`config.mk`:
```
export PLATFORM = sky130hd
export DESIGN_NAME = wheel_odometer_integrator_unit
export DESIGN_NICKNAME = d
export VERILOG_FILES = /design/src/hdl/wodo_pkg.sv /design/src/hdl/wodo_div.sv /design/src/hdl/wodo_mul.sv /design/src/hdl/wheel_odometer_integrator_unit.sv
export SDC_FILE = /design/constraint.sdc
export NUM_CORES = 2
export LEC_CHECK = 0
export ABC_AREA = 1
export BUFFER_PORTS_ARGS = -buffer_cell sky130_fd_sc_hd__buf_2
export CAP_MARGIN = 0
export CELL_PAD_IN_SITES_DETAIL_PLACEMENT = 1
export CELL_PAD_IN_SITES_GLOBAL_PLACEMENT = 1
export CORE_UTILIZATION = 55
export CTS_BUF_LIST = sky130_fd_sc_hd__clkbuf_8
export CTS_CLUSTER_DIAMETER = 150
export CTS_CLUSTER_SIZE = 10
export DETAILED_ROUTE_END_ITERATION = 10
export GPL_TIMING_DRIVEN = 0
export PLACE_DENSITY_LB_ADDON = 0.3
export SETUP_SLACK_MARGIN = 0.02
export SLEW_MARGIN = 20
export SYNTH_ARGS = -nofsm -noshare
export SYNTH_HDL_FRONTEND = slang
export SYNTH_SLANG_ARGS = --single-unit
```
`constraint.sdc`:
```
create_clock -name clk -period 18.34 [get_ports clk]
set_input_delay 3.668 -clock clk [delete_from_list [all_inputs] [get_ports clk]]
set_output_delay 3.668 -clock clk [all_outputs]
set_load 0.05 [all_outputs]
```
`src/hdl/wodo_pkg.sv`:
```
// ----------------------------------------------------------------------------
// wodo_pkg
// Shared types and constants for the wheel odometer integrator.
// ----------------------------------------------------------------------------
package wodo_pkg;

  localparam int SPEED_BITS = 16;
  localparam int NUM_W      = SPEED_BITS + 1;   // speed sum / speed delta
  localparam int DVD_W      = 33;               // serial divider dividend width
  localparam int ITER_W     = 6;                // divider step count width
  localparam int MS_PER_S   = 1000;

  // x / MS_PER_S == (x * RCP_MS) >> (32 + RCP_SHIFT) for any 32-bit x
  localparam logic [31:0] RCP_MS    = 32'h1062_4DD3;
  localparam int          RCP_SHIFT = 6;

  localparam logic [1:0] OP_UPDATE = 2'd0;
  localparam logic [1:0] OP_START  = 2'd1;
  localparam logic [1:0] OP_STOP   = 2'd2;

  typedef struct packed {
    logic [1:0]                   opcode;
    logic [31:0]                  now_ms;
    logic signed [SPEED_BITS-1:0] speed_right;
    logic signed [SPEED_BITS-1:0] speed_left;
  } in_word_t;

  typedef struct packed {
    logic signed [31:0] distance;
    logic               measuring;
  } out_word_t;

  typedef struct packed {
    logic              start;
    logic [ITER_W-1:0] iters;
  } div_req_t;

  typedef struct packed {
    logic busy;
    logic done;
  } div_sts_t;

endpackage

```
`src/hdl/wodo_div.sv`:
```
// ----------------------------------------------------------------------------
// wodo_div
// Restoring unsigned divider, one quotient bit per cycle. The dividend is
// left aligned; after iters steps the quotient sits in the low bits.
// ----------------------------------------------------------------------------
module wodo_div import wodo_pkg::*; (
  input  logic             clk,
  input  logic             rst_n,
  input  div_req_t         req,
  input  logic [DVD_W-1:0] dividend,
  input  logic [31:0]      divisor,
  output div_sts_t         sts,
  output logic [DVD_W-1:0] quotient
);

  logic [31:0]       rem_r, rem_nxt;
  logic [DVD_W-1:0]  quo_r, quo_nxt;
  logic [ITER_W-1:0] cnt_r, cnt_nxt;
  logic              busy_r, busy_nxt;
  logic              done_r, done_nxt;
  logic [32:0]       trial;
  logic              fits;

  assign trial = {rem_r, quo_r[DVD_W-1]};
  assign fits  = trial >= {1'b0, divisor};

  always_comb begin
    rem_nxt  = rem_r;
    quo_nxt  = quo_r;
    cnt_nxt  = cnt_r;
    busy_nxt = busy_r;
    done_nxt = 1'b0;
    if (req.start) begin
      rem_nxt  = '0;
      quo_nxt  = dividend;
      cnt_nxt  = req.iters;
      busy_nxt = 1'b1;
    end else if (busy_r) begin
      rem_nxt = fits ? 32'(trial - {1'b0, divisor}) : trial[31:0];
      quo_nxt = {quo_r[DVD_W-2:0], fits};
      cnt_nxt = cnt_r - ITER_W'(1);
      if (cnt_r == ITER_W'(1)) begin
        busy_nxt = 1'b0;
        done_nxt = 1'b1;
      end
    end
  end

  always_ff @(posedge clk) begin
    if (!rst_n) begin
      busy_r <= 1'b0;
      done_r <= 1'b0;
      cnt_r  <= '0;
    end else begin
      busy_r <= busy_nxt;
      done_r <= done_nxt;
      cnt_r  <= cnt_nxt;
    end
    rem_r <= rem_nxt;
    quo_r <= quo_nxt;
  end

  assign sts.busy = busy_r;
  assign sts.done = done_r;
  assign quotient = quo_r;

endmodule

```
`src/hdl/wodo_mul.sv`:
```
// ----------------------------------------------------------------------------
// wodo_mul
// Shared 32x32 multiplier, full product registered; low and high words out.
// ----------------------------------------------------------------------------
module wodo_mul import wodo_pkg::*; (
  input  logic        clk,
  input  logic [31:0] a,
  input  logic [31:0] b,
  output logic [31:0] p,
  output logic [31:0] ph
);

  logic [63:0] full;
  logic [63:0] p_r, p_nxt;

  assign full  = 64'(a) * 64'(b);
  assign p_nxt = full;

  always_ff @(posedge clk) begin
    p_r <= p_nxt;
  end

  assign p  = p_r[31:0];
  assign ph = p_r[63:32];

endmodule

```
`src/hdl/wheel_odometer_integrator_unit.sv`:
```
// ----------------------------------------------------------------------------
// Start, stop and idle words go from accept straight to the output state; an
// update while measuring runs the acceleration divide (skipped with no elapsed
// time), the multiplies, the reciprocal multiply and the sum. The serial divide
// makes one quotient bit per cycle, SPEED_BITS + 1 bits; divide by 1000 is a
// reciprocal multiply. One word at a time. Reset (synchronous, rst_n low):
// distance, stored speed and time cleared, measuring off, no result pending.
// ----------------------------------------------------------------------------
// wheel_odometer_integrator_unit
// Sequencer and state around a shared divider and multiplier.
// ----------------------------------------------------------------------------
module wheel_odometer_integrator_unit import wodo_pkg::*; (
  input  logic      clk,
  input  logic      rst_n,
  input  logic      in_valid,
  output logic      in_stall,
  input  in_word_t  in_data,
  output logic      out_valid,
  input  logic      out_stall,
  output out_word_t out_data
);

  localparam logic [3:0] ST_IDLE = 4'd0;
  localparam logic [3:0] ST_ACC  = 4'd1;
  localparam logic [3:0] ST_DIVA = 4'd2;
  localparam logic [3:0] ST_M1   = 4'd3;
  localparam logic [3:0] ST_M2   = 4'd4;
  localparam logic [3:0] ST_M3   = 4'd5;
  localparam logic [3:0] ST_M4   = 4'd6;
  localparam logic [3:0] ST_RCP  = 4'd7;
  localparam logic [3:0] ST_SUM  = 4'd8;
  localparam logic [3:0] ST_OUT  = 4'd9;

  localparam int ITERS_A = NUM_W;

  logic [3:0]                   state_r, state_nxt;
  logic                         active_r, active_nxt;
  logic [31:0]                  total_r, total_nxt;
  logic signed [SPEED_BITS-1:0] prev_speed_r, prev_speed_nxt;
  logic [31:0]                  prev_time_r, prev_time_nxt;
  logic [31:0]                  now_r, now_nxt;
  logic [31:0]                  t_r, t_nxt;
  logic signed [SPEED_BITS-1:0] v_r, v_nxt;
  logic [NUM_W-1:0]             mag_r, mag_nxt;
  logic                         neg_r, neg_nxt;
  logic [31:0]                  acc_r, acc_nxt;
  logic [31:0]                  half_r, half_nxt;
  logic [31:0]                  cmag_r, cmag_nxt;
  logic                         out_valid_r, out_valid_nxt;
  out_word_t                    out_data_r, out_data_nxt;

  logic              accept;
  logic signed [NUM_W-1:0] sum, sum_adj, num;
  logic [31:0]       ps_ext, h, cur, cur_mag, q_lo, q_ms;
  logic              out_free;

  div_req_t          div_req;
  div_sts_t          div_sts;
  logic [DVD_W-1:0]  div_dvd, div_quo;
  logic [31:0]       div_dvs;
  logic [31:0]       mul_a, mul_b, mul_p, mul_ph;

  wodo_div u_div (
    .clk      (clk),
    .rst_n    (rst_n),
    .req      (div_req),
    .dividend (div_dvd),
    .divisor  (div_dvs),
    .sts      (div_sts),
    .quotient (div_quo)
  );

  wodo_mul u_mul (
    .clk (clk),
    .a   (mul_a),
    .b   (mul_b),
    .p   (mul_p),
    .ph  (mul_ph)
  );

  assign in_stall = (state_r != ST_IDLE);
  assign accept   = in_valid && !in_stall;
  assign out_free = !out_valid_r || !out_stall;

  // average speed, truncated toward zero
  assign sum     = NUM_W'(in_data.speed_right) + NUM_W'(in_data.speed_left);
  assign sum_adj = sum + NUM_W'(sum[NUM_W-1]);
  assign v_nxt   = sum_adj[NUM_W-1:1];
  assign num     = NUM_W'(v_nxt) - NUM_W'(prev_speed_r);

  assign ps_ext  = 32'(prev_speed_r);
  assign h       = mul_p + 32'(mul_p[31]);   // p2 / 2 toward zero
  assign cur     = mul_p + half_r;
  assign cur_mag = cur[31] ? 32'(-cur) : cur;
  assign q_lo    = div_quo[31:0];
  assign q_ms    = mul_ph >> RCP_SHIFT;      // |cur| / 1000

  always_comb begin
    mul_a = '0;
    mul_b = '0;
    unique case (state_r)
      ST_M1: begin
        mul_a = t_r;
        mul_b = t_r;
      end
      ST_M2: begin
        mul_a = acc_r;
        mul_b = mul_p;
      end
      ST_M3: begin
        mul_a = ps_ext;
        mul_b = t_r;
      end
      ST_RCP: begin
        mul_a = cmag_r;
        mul_b = RCP_MS;
      end
      default: begin
        mul_a = '0;
        mul_b = '0;
      end
    endcase
  end

  always_comb begin
    state_nxt      = state_r;
    active_nxt     = active_r;
    total_nxt      = total_r;
    prev_speed_nxt = prev_speed_r;
    prev_time_nxt  = prev_time_r;
    now_nxt        = now_r;
    t_nxt          = t_r;
    mag_nxt        = mag_r;
    neg_nxt        = neg_r;
    acc_nxt        = acc_r;
    half_nxt       = half_r;
    cmag_nxt       = cmag_r;
    out_valid_nxt  = out_valid_r;
    out_data_nxt   = out_data_r;
    div_req.start  = 1'b0;
    div_req.iters  = ITER_W'(ITERS_A);
    div_dvd        = DVD_W'(mag_r) << (DVD_W - NUM_W);
    div_dvs        = t_r;

    if (out_valid_r && !out_stall) begin
      out_valid_nxt = 1'b0;
    end

    unique case (state_r)
      ST_IDLE: begin
        if (accept) begin
          state_nxt = ST_OUT;
          if (in_data.opcode == OP_START) begin
            active_nxt = 1'b1;
            total_nxt  = '0;
          end else if (in_data.opcode == OP_STOP) begin
            active_nxt = 1'b0;
          end else if (in_data.opcode == OP_UPDATE && active_r) begin
            now_nxt   = in_data.now_ms;
            t_nxt     = in_data.now_ms - prev_time_r;
            mag_nxt   = num[NUM_W-1] ? NUM_W'(-num) : NUM_W'(num);
            neg_nxt   = num[NUM_W-1];
            state_nxt = ST_ACC;
          end
        end
      end
      ST_ACC: begin
        if (t_r == '0) begin
          acc_nxt   = '0;
          state_nxt = ST_M1;
        end else begin
          div_req.start = 1'b1;
          state_nxt     = ST_DIVA;
        end
      end
      ST_DIVA: begin
        if (div_sts.done) begin
          acc_nxt   = neg_r ? 32'(-q_lo) : q_lo;
          state_nxt = ST_M1;
        end
      end
      ST_M1: state_nxt = ST_M2;
      ST_M2: state_nxt = ST_M3;
      ST_M3: begin
        half_nxt  = {h[31], h[31:1]};
        state_nxt = ST_M4;
      end
      ST_M4: begin
        cmag_nxt  = cur_mag;
        neg_nxt   = cur[31];
        state_nxt = ST_RCP;
      end
      ST_RCP: state_nxt = ST_SUM;
      ST_SUM: begin
        total_nxt      = total_r + (neg_r ? 32'(-q_ms) : q_ms);
        prev_speed_nxt = v_r;
        prev_time_nxt  = now_r;
        state_nxt      = ST_OUT;
      end
      ST_OUT: begin
        if (out_free) begin
          out_valid_nxt           = 1'b1;
          out_data_nxt.distance   = total_r;
          out_data_nxt.measuring  = active_r;
          state_nxt               = ST_IDLE;
        end
      end
      default: state_nxt = ST_IDLE;
    endcase
  end

  always_ff @(posedge clk) begin
    if (!rst_n) begin
      state_r      <= ST_IDLE;
      active_r     <= 1'b0;
      total_r      <= '0;
      prev_speed_r <= '0;
      prev_time_r  <= '0;
      out_valid_r  <= 1'b0;
    end else begin
      state_r      <= state_nxt;
      active_r     <= active_nxt;
      total_r      <= total_nxt;
      prev_speed_r <= prev_speed_nxt;
      prev_time_r  <= prev_time_nxt;
      out_valid_r  <= out_valid_nxt;
    end
    now_r      <= now_nxt;
    t_r        <= t_nxt;
    mag_r      <= mag_nxt;
    neg_r      <= neg_nxt;
    acc_r      <= acc_nxt;
    half_r     <= half_nxt;
    cmag_r     <= cmag_nxt;
    out_data_r <= out_data_nxt;
    if (accept) begin
      v_r <= v_nxt;
    end
  end

  assign out_valid = out_valid_r;
  assign out_data  = out_data_r;

`ifndef SYNTH
  a_div_idle: assert property (@(posedge clk) disable iff (!rst_n)
    state_r == ST_IDLE |-> !div_sts.busy)
    else $error("divider busy while sequencer idle");

  a_out_src: assert property (@(posedge clk) disable iff (!rst_n)
    $rose(out_valid_r) |-> $past(state_r) == ST_OUT)
    else $error("result word raised outside output state");

  a_out_dist: assert property (@(posedge clk) disable iff (!rst_n)
    (state_r == ST_OUT && out_free) |=>
      (out_data_r.distance == total_r && out_data_r.measuring == active_r))
    else $error("result word does not match distance state");
`endif

endmodule

```
Word-level counts from Yosys, hierarchy flattened
Cells that the tools add are included.
{"block": "word_totals", "reg_bits": 449, "in_bits": 70, "word_cells": 132}
{"block": "op_classes", "add_sub_neg": 13, "n_mul": 1, "order_cmp": 1, "eq_ne": 20, "mux": 41, "bitwise": 4, "reduce_logical": 26}
{"operator": "$mux W32", "count": 7}
{"operator": "$pmux W32 S2", "count": 2}
{"operator": "$pmux W32 S4", "count": 1}
{"operator": "$pmux W32 S3", "count": 1}
{"operator": "$mux W33", "count": 2}
{"operator": "$add A32 B32 Y32", "count": 2}
{"operator": "$mul A32 B32 Y64", "count": 1}
{"operator": "$neg A32 Y32", "count": 2}
{"operator": "$sub A32 B32 Y32", "count": 2}
{"operator": "$pmux W4 S10", "count": 1}
{"operator": "$ge A33 B32 Y1", "count": 1}
{"operator": "$add A32 B1 Y32", "count": 1}
{"operator": "$logic_not A32 Y1", "count": 1}
{"operator": "$neg A26 Y32", "count": 1}
{"operator": "$mux W31", "count": 1}
{"operator": "$mux W4", "count": 6}
{"operator": "$add A16 B16 Y17", "count": 1}
{"operator": "$add A17 B1 Y17", "count": 1}
{"operator": "$neg A17 Y17", "count": 1}
{"operator": "$sub A16 B16 Y17", "count": 1}
{"operator": "$eq A4 B3 Y1 const B", "count": 4}
{"operator": "$mux W1", "count": 16}
{"operator": "$mux W16", "count": 1}
{"operator": "$ne A2 B2 Y1 const B", "count": 7}
{"operator": "other kinds (23)", "count": 42}

Depth between registers and ports, before layout
{"block": "logic_depth", "word_depth": 8, "depth_mapped": 39, "ltp_nobuf": 39}

Hierarchy
Synthesis repeated with hierarchy kept, for this count alone.
{"block": "hier_totals", "hier_cells": 9003, "hier_area_um2": 65795.6}
{"module": "wodo_mul", "instances": 1, "cells_per_inst": 5021, "area_per_inst_um2": 37357.1}
{"module": "wheel_odometer_integrator_unit", "instances": 1, "cells_per_inst": 3015, "area_per_inst_um2": 22421.5}
{"module": "wodo_div", "instances": 1, "cells_per_inst": 967, "area_per_inst_um2": 6017.0}

Worst setup path after synthesis
Ideal clock, no wire load.
{"block": "synth_path", "kind": "in2reg", "startpoint": "input in_data[64] (netlist name)", "endpoint": "register t_r[0], in the netlist div_dvs[0], enable pin", "setup_time_ns": 0.723, "t_arrival_ns": 11.767, "slack_ns": 5.850, "cell_stages": 3, "n_path_buf": 0, "cell_sequence": "inv_1 -> ha_1 -> nor4_1"}
{"block": "synth_via", "elab_chain_cells": 3, "elab_cells_between_ends": 7, "classes_between": "eq/ne (2); bitwise (2); reduce/logical (3)"}
{"item": "start, declared", "line": "wheel_odometer_integrator_unit.sv:17", "source": "input in_word_t in_data,"}
{"item": "$eq A2 B2 Y1 (tied with other cells)", "line": "wheel_odometer_integrator_unit.sv:156", "source": "end else if (in_data.opcode == OP_STOP) begin"}
{"item": "$not A1 Y1 (no source line) or $logic_and A1 B1 Y1 (tied branches)"}
{"item": "$reduce_and A5 Y1 (no source line) *"}
{"item": "end signal, assigned", "line": "wheel_odometer_integrator_unit.sv:229", "source": "t_r <= t_nxt;"}
{"item": "end, declared", "line": "wheel_odometer_integrator_unit.sv:42", "source": "logic [31:0] t_r, t_nxt;"}
Mark *: on every way between the ends. The rest lies on a longest branch, timed or not.
A chain may end at the register's enable or synchronous reset.

Worst setup path in the final report
{"block": "layout_path", "startpoint": "register state_r[0]", "endpoint": "register u_mul.p_r[52]"}
{"block": "layout_via", "elab_chain_cells": 4, "elab_cells_between_ends": 8, "classes_between": "mul (1); eq/ne (4); mux (2); reduce/logical (1)"}
{"item": "start, declared", "line": "wheel_odometer_integrator_unit.sv:36", "source": "logic [3:0] state_r, state_nxt;"}
{"item": "start signal, assigned", "line": "wheel_odometer_integrator_unit.sv:221", "source": "state_r <= state_nxt;"}
{"item": "$eq A4 B3 Y1 or $eq A4 B2 Y1 (tied branches)", "line": "wheel_odometer_integrator_unit.sv:101", "source": "unique case (state_r)"}
{"item": "$reduce_or A2 Y1 (no source line)"}
{"item": "$pmux W32 S3", "line": "wheel_odometer_integrator_unit.sv:101"}
{"item": "$mul A32 B32 Y64 *", "line": "wodo_mul.sv:16", "source": "assign full = 64'(a) * 64'(b);"}
{"item": "via u_mul.full[52]", "line": "wodo_mul.sv:13", "source": "logic [63:0] full;"}
{"item": "end signal, assigned", "line": "wodo_mul.sv:20", "source": "p_r <= p_nxt;"}
{"item": "end, declared", "line": "wodo_mul.sv:14", "source": "logic [63:0] p_r, p_nxt;"}
The timed path passes the listed nets; every way through them passes the cells marked *.

==> results.md <==
- DRC Markers: 0
- Die X: 335 um
- Gpl congestion: 1.07
- Post-synth EDFFs: 243
- Setup Viol. Count Final: 0
- Via count: 58.1k
- Min cycle time layout: 11.46 ns
- Final Hold Fails: 0
- Maximum buffer depth of the clock tree: 3
- Worst-path clk slew: 0.09 ns
- Biggest register: u_mul.p_r
- Layout cells sized above 1: 5.85%
- Fin crit share: 62.5%
- CP endpoint kind: flip-flop
- Power Density: 68.4 mW/mm2
- Num rows: 121
- Initial Util: 55.7%
- Post-route cell area: 0.0645 mm2
- DRT iter0 DRCs: 5752
- P_int: 2.16 mW
- Sink Count: 443
- Setup slack at placement: 7.67 ns
- Worst setup margin: 6.88 ns
- GRT Total Usage: 49.3%
- CP startpoint: state_r[0]
- Vias in the first global route: 63.6k
- Fin nets: 9227
- Post-route antenna net violation count: 0
- Placed cells: 9247
- R2R cell count: 29
- Slew Limit Fails: 0
- Netlist cell types: 65
- Net count after synthesis: 9050
- Logic pwr share: 53.7%
- CP most frequent cell: fa_1
- Total gr overflow: 0
- Max-Cap Viols: 0
- Worst reg2reg startpoint: state_r[0]
- Worst setup SP type: flip-flop
- Core Footprint: 0.109 mm2
- Crit path kind: reg -> reg
- Hold_buf cts: 0
- VDD IR max: 97.5 uV
- Post-DP Area: 0.0635 mm2
- Post-cts repair resize count: 0
- CTS H-tree depth: 2
- RSZ-0062 raised after global routing: false
- Drt pass-1 iters: 9
- Final design utilization: 58.9%
- Net Switching: 2.25 mW
- Seq pwr share: 31.4%
- First-pass GRT wire length: 402000 um
- Die H: 335 um
- Share of the synthesized area in the top cell type: 29.6%
- Final hold slack: 0.464 ns
- Sequential share of the synthesized area: 18.5%
- Pin count of the biggest net entering global routing: 41
- Max incr delay on CP: 0.93 ns
- Syn-to-layout area delta: 5.76%
- Pleak: 31.0 nW
- Mean area per synthesized cell: 7.97 um2
- Synth area leader: fa_1
- Crit path required time: 18.91 ns
- Max transition margin: 9.87%
- Reg-to-reg setup timing slack: 6.88 ns
- CP Data Arrival Time: 12.03 ns
- Final TNS setup: 0 ns
- Ports: 105
- Tot Pwr: 4.41 mW
- Levels on crit path: 29
- Final wirelength: 275000 um
- Buf/Inv on CP: 7
- Status: finished, final reports clean
- Initial antenna violation count: 26
- Net Sw Frac: 51.0%
- Crit path to: u_mul.p_r[52]
- Avg Vias per Cell: 6.20
- Delay-heaviest family, CP: adder cells
- Maximum achievable frequency: 87.2 MHz
- Worst slew pin tran: 1.35 ns
- RR Endpoint: u_mul.p_r[52]
- Max FFs per register: 58
- Wire per inst: 29.4 um
- Yosys warnings: 0
- Type of the most critical hold path: reg -> reg
- TritonCTS Buffers: 50
- Commonest non-fill, non-tap cells in the layout: nand2_1, inv_1, nor2_1, fa_1, ha_1
- Ys async rst share: 0%
- Clock share of power: 14.9%
- Port Buf Inserts: 104
- Clk Latency, worst-skew pair: 0.73 ns
- Layout Cells excl Fill: 9361
- Clk_skew: 0.0709 ns
- Critical path fanouts, max: 10
- TritonCTS clock tree: yes
- Root Driver: clkbuf_8
- Most common cell after layout, fill and taps aside: nand2_1
- Synth Flop Type: edfxtp_1
- Die ar.: 0.112 mm2
- Post-CTS setup buffer count: 0
- Largest cells by area after synthesis: fa_1, edfxtp_1, nand2_1, inv_1, ha_1
- Yosys reg bits: 443
- Synthesized area: 0.0610 mm2
- DP HPWL: 226000 um
- Gate Count Post-Synth: 7647
- Slowest-stage cell, CP: clkbuf_1
layer usage:
metal / track usage, % / up-vias / part of all wire, %
li1: - / 23900 / -
met2: 77.7 / 3879 / 45
met5: 0.695 / - / 0.11
met1: 53.0 / 28500 / 33
met3: 16.8 / 1687 / 11
met4: 42.9 / 32 / 11
cell usage after synthesis, drive strengths merged (3+ instances only):
master,number
o211ai,18
a221oi,14
clkbuf,94
nor4,18
inv,1505
nor2,1014
xor2,145
o21a,20
edfxtp,243
dfxtp,200
buf,131
o22ai,32
a21o,30
fa,902
nand4,64
ha,431
a21boi,14
xnor2,86
a31oi,29
nand2,1596
a21oi,393
o2111ai,3
and2,6
or2,11
nand3b,13
o21bai,25
o21ai,290
a211oi,7
nand3,226
o31ai,3
nor3,75
kinds of logic after synthesis:
kind of cell | count (synthesis) | synth area share [%]
buffers and inverters | 1732 | 11.0
adders and majority gates | 1333 | 38.5
DFF | 443 | 18.5
and+or+nand+nor | 3025 | 20.1
AOI/OAI and AO/OA | 883 | 8.58
xor gates and xnor gates | 231 | 3.35
layout make-up:
type / count / area (um2)
Fill cell: 13800 / 45000
Multi-Input combinational cell: 5472 / 43000
Sequential cell: 443 / 11300
Inverter: 1507 / 5660
Tap cell: 1476 / 1850
Buffer: 225 / 1070
Timing Repair Buffer: 125 / 696
Clock buffer: 50 / 688
Clock inverter: 42 / 175
Antenna cell: 21 / 52.6
tightest hold or removal path, delay by kind of cell (launching register included):
family / cells / cell delay [ns]
AOI/OAI and AO/OA: 1 / 0.06
DFF: 1 / 0.31
buffers and inverters: 1 / 0.06
power by group through the flow:
stage	clock network [mW]	logic (mW)	registers [mW]
4_1_cts	0.656	2.26	1.38
2_1_floorplan	0	1.44	1.38
5_1_grt	0.688	2.52	1.39
6_report	0.657	2.37	1.38
3_3_place_gp	0	2.12	1.39
3_5_place_dp	0	2.24	1.40
worst min-delay path by stage:
stage | slack (ns) | cells past startpoint | end | start
after floorplan | 0.43 | 0 | out_data[0] | active_r
after global placement | 0.44 | 2 | prev_time_r[11] | prev_time_r[11]
after detailed placement | 0.45 | 2 | prev_time_r[20] | prev_time_r[20]
after CTS | 0.47 | 2 | prev_time_r[20] | prev_time_r[20]
after global routing | 0.48 | 2 | prev_time_r[21] | prev_time_r[21]
final | 0.46 | 2 | prev_time_r[20] | prev_time_r[20]
No activity file was read; power rests on OpenSTA's default activity.
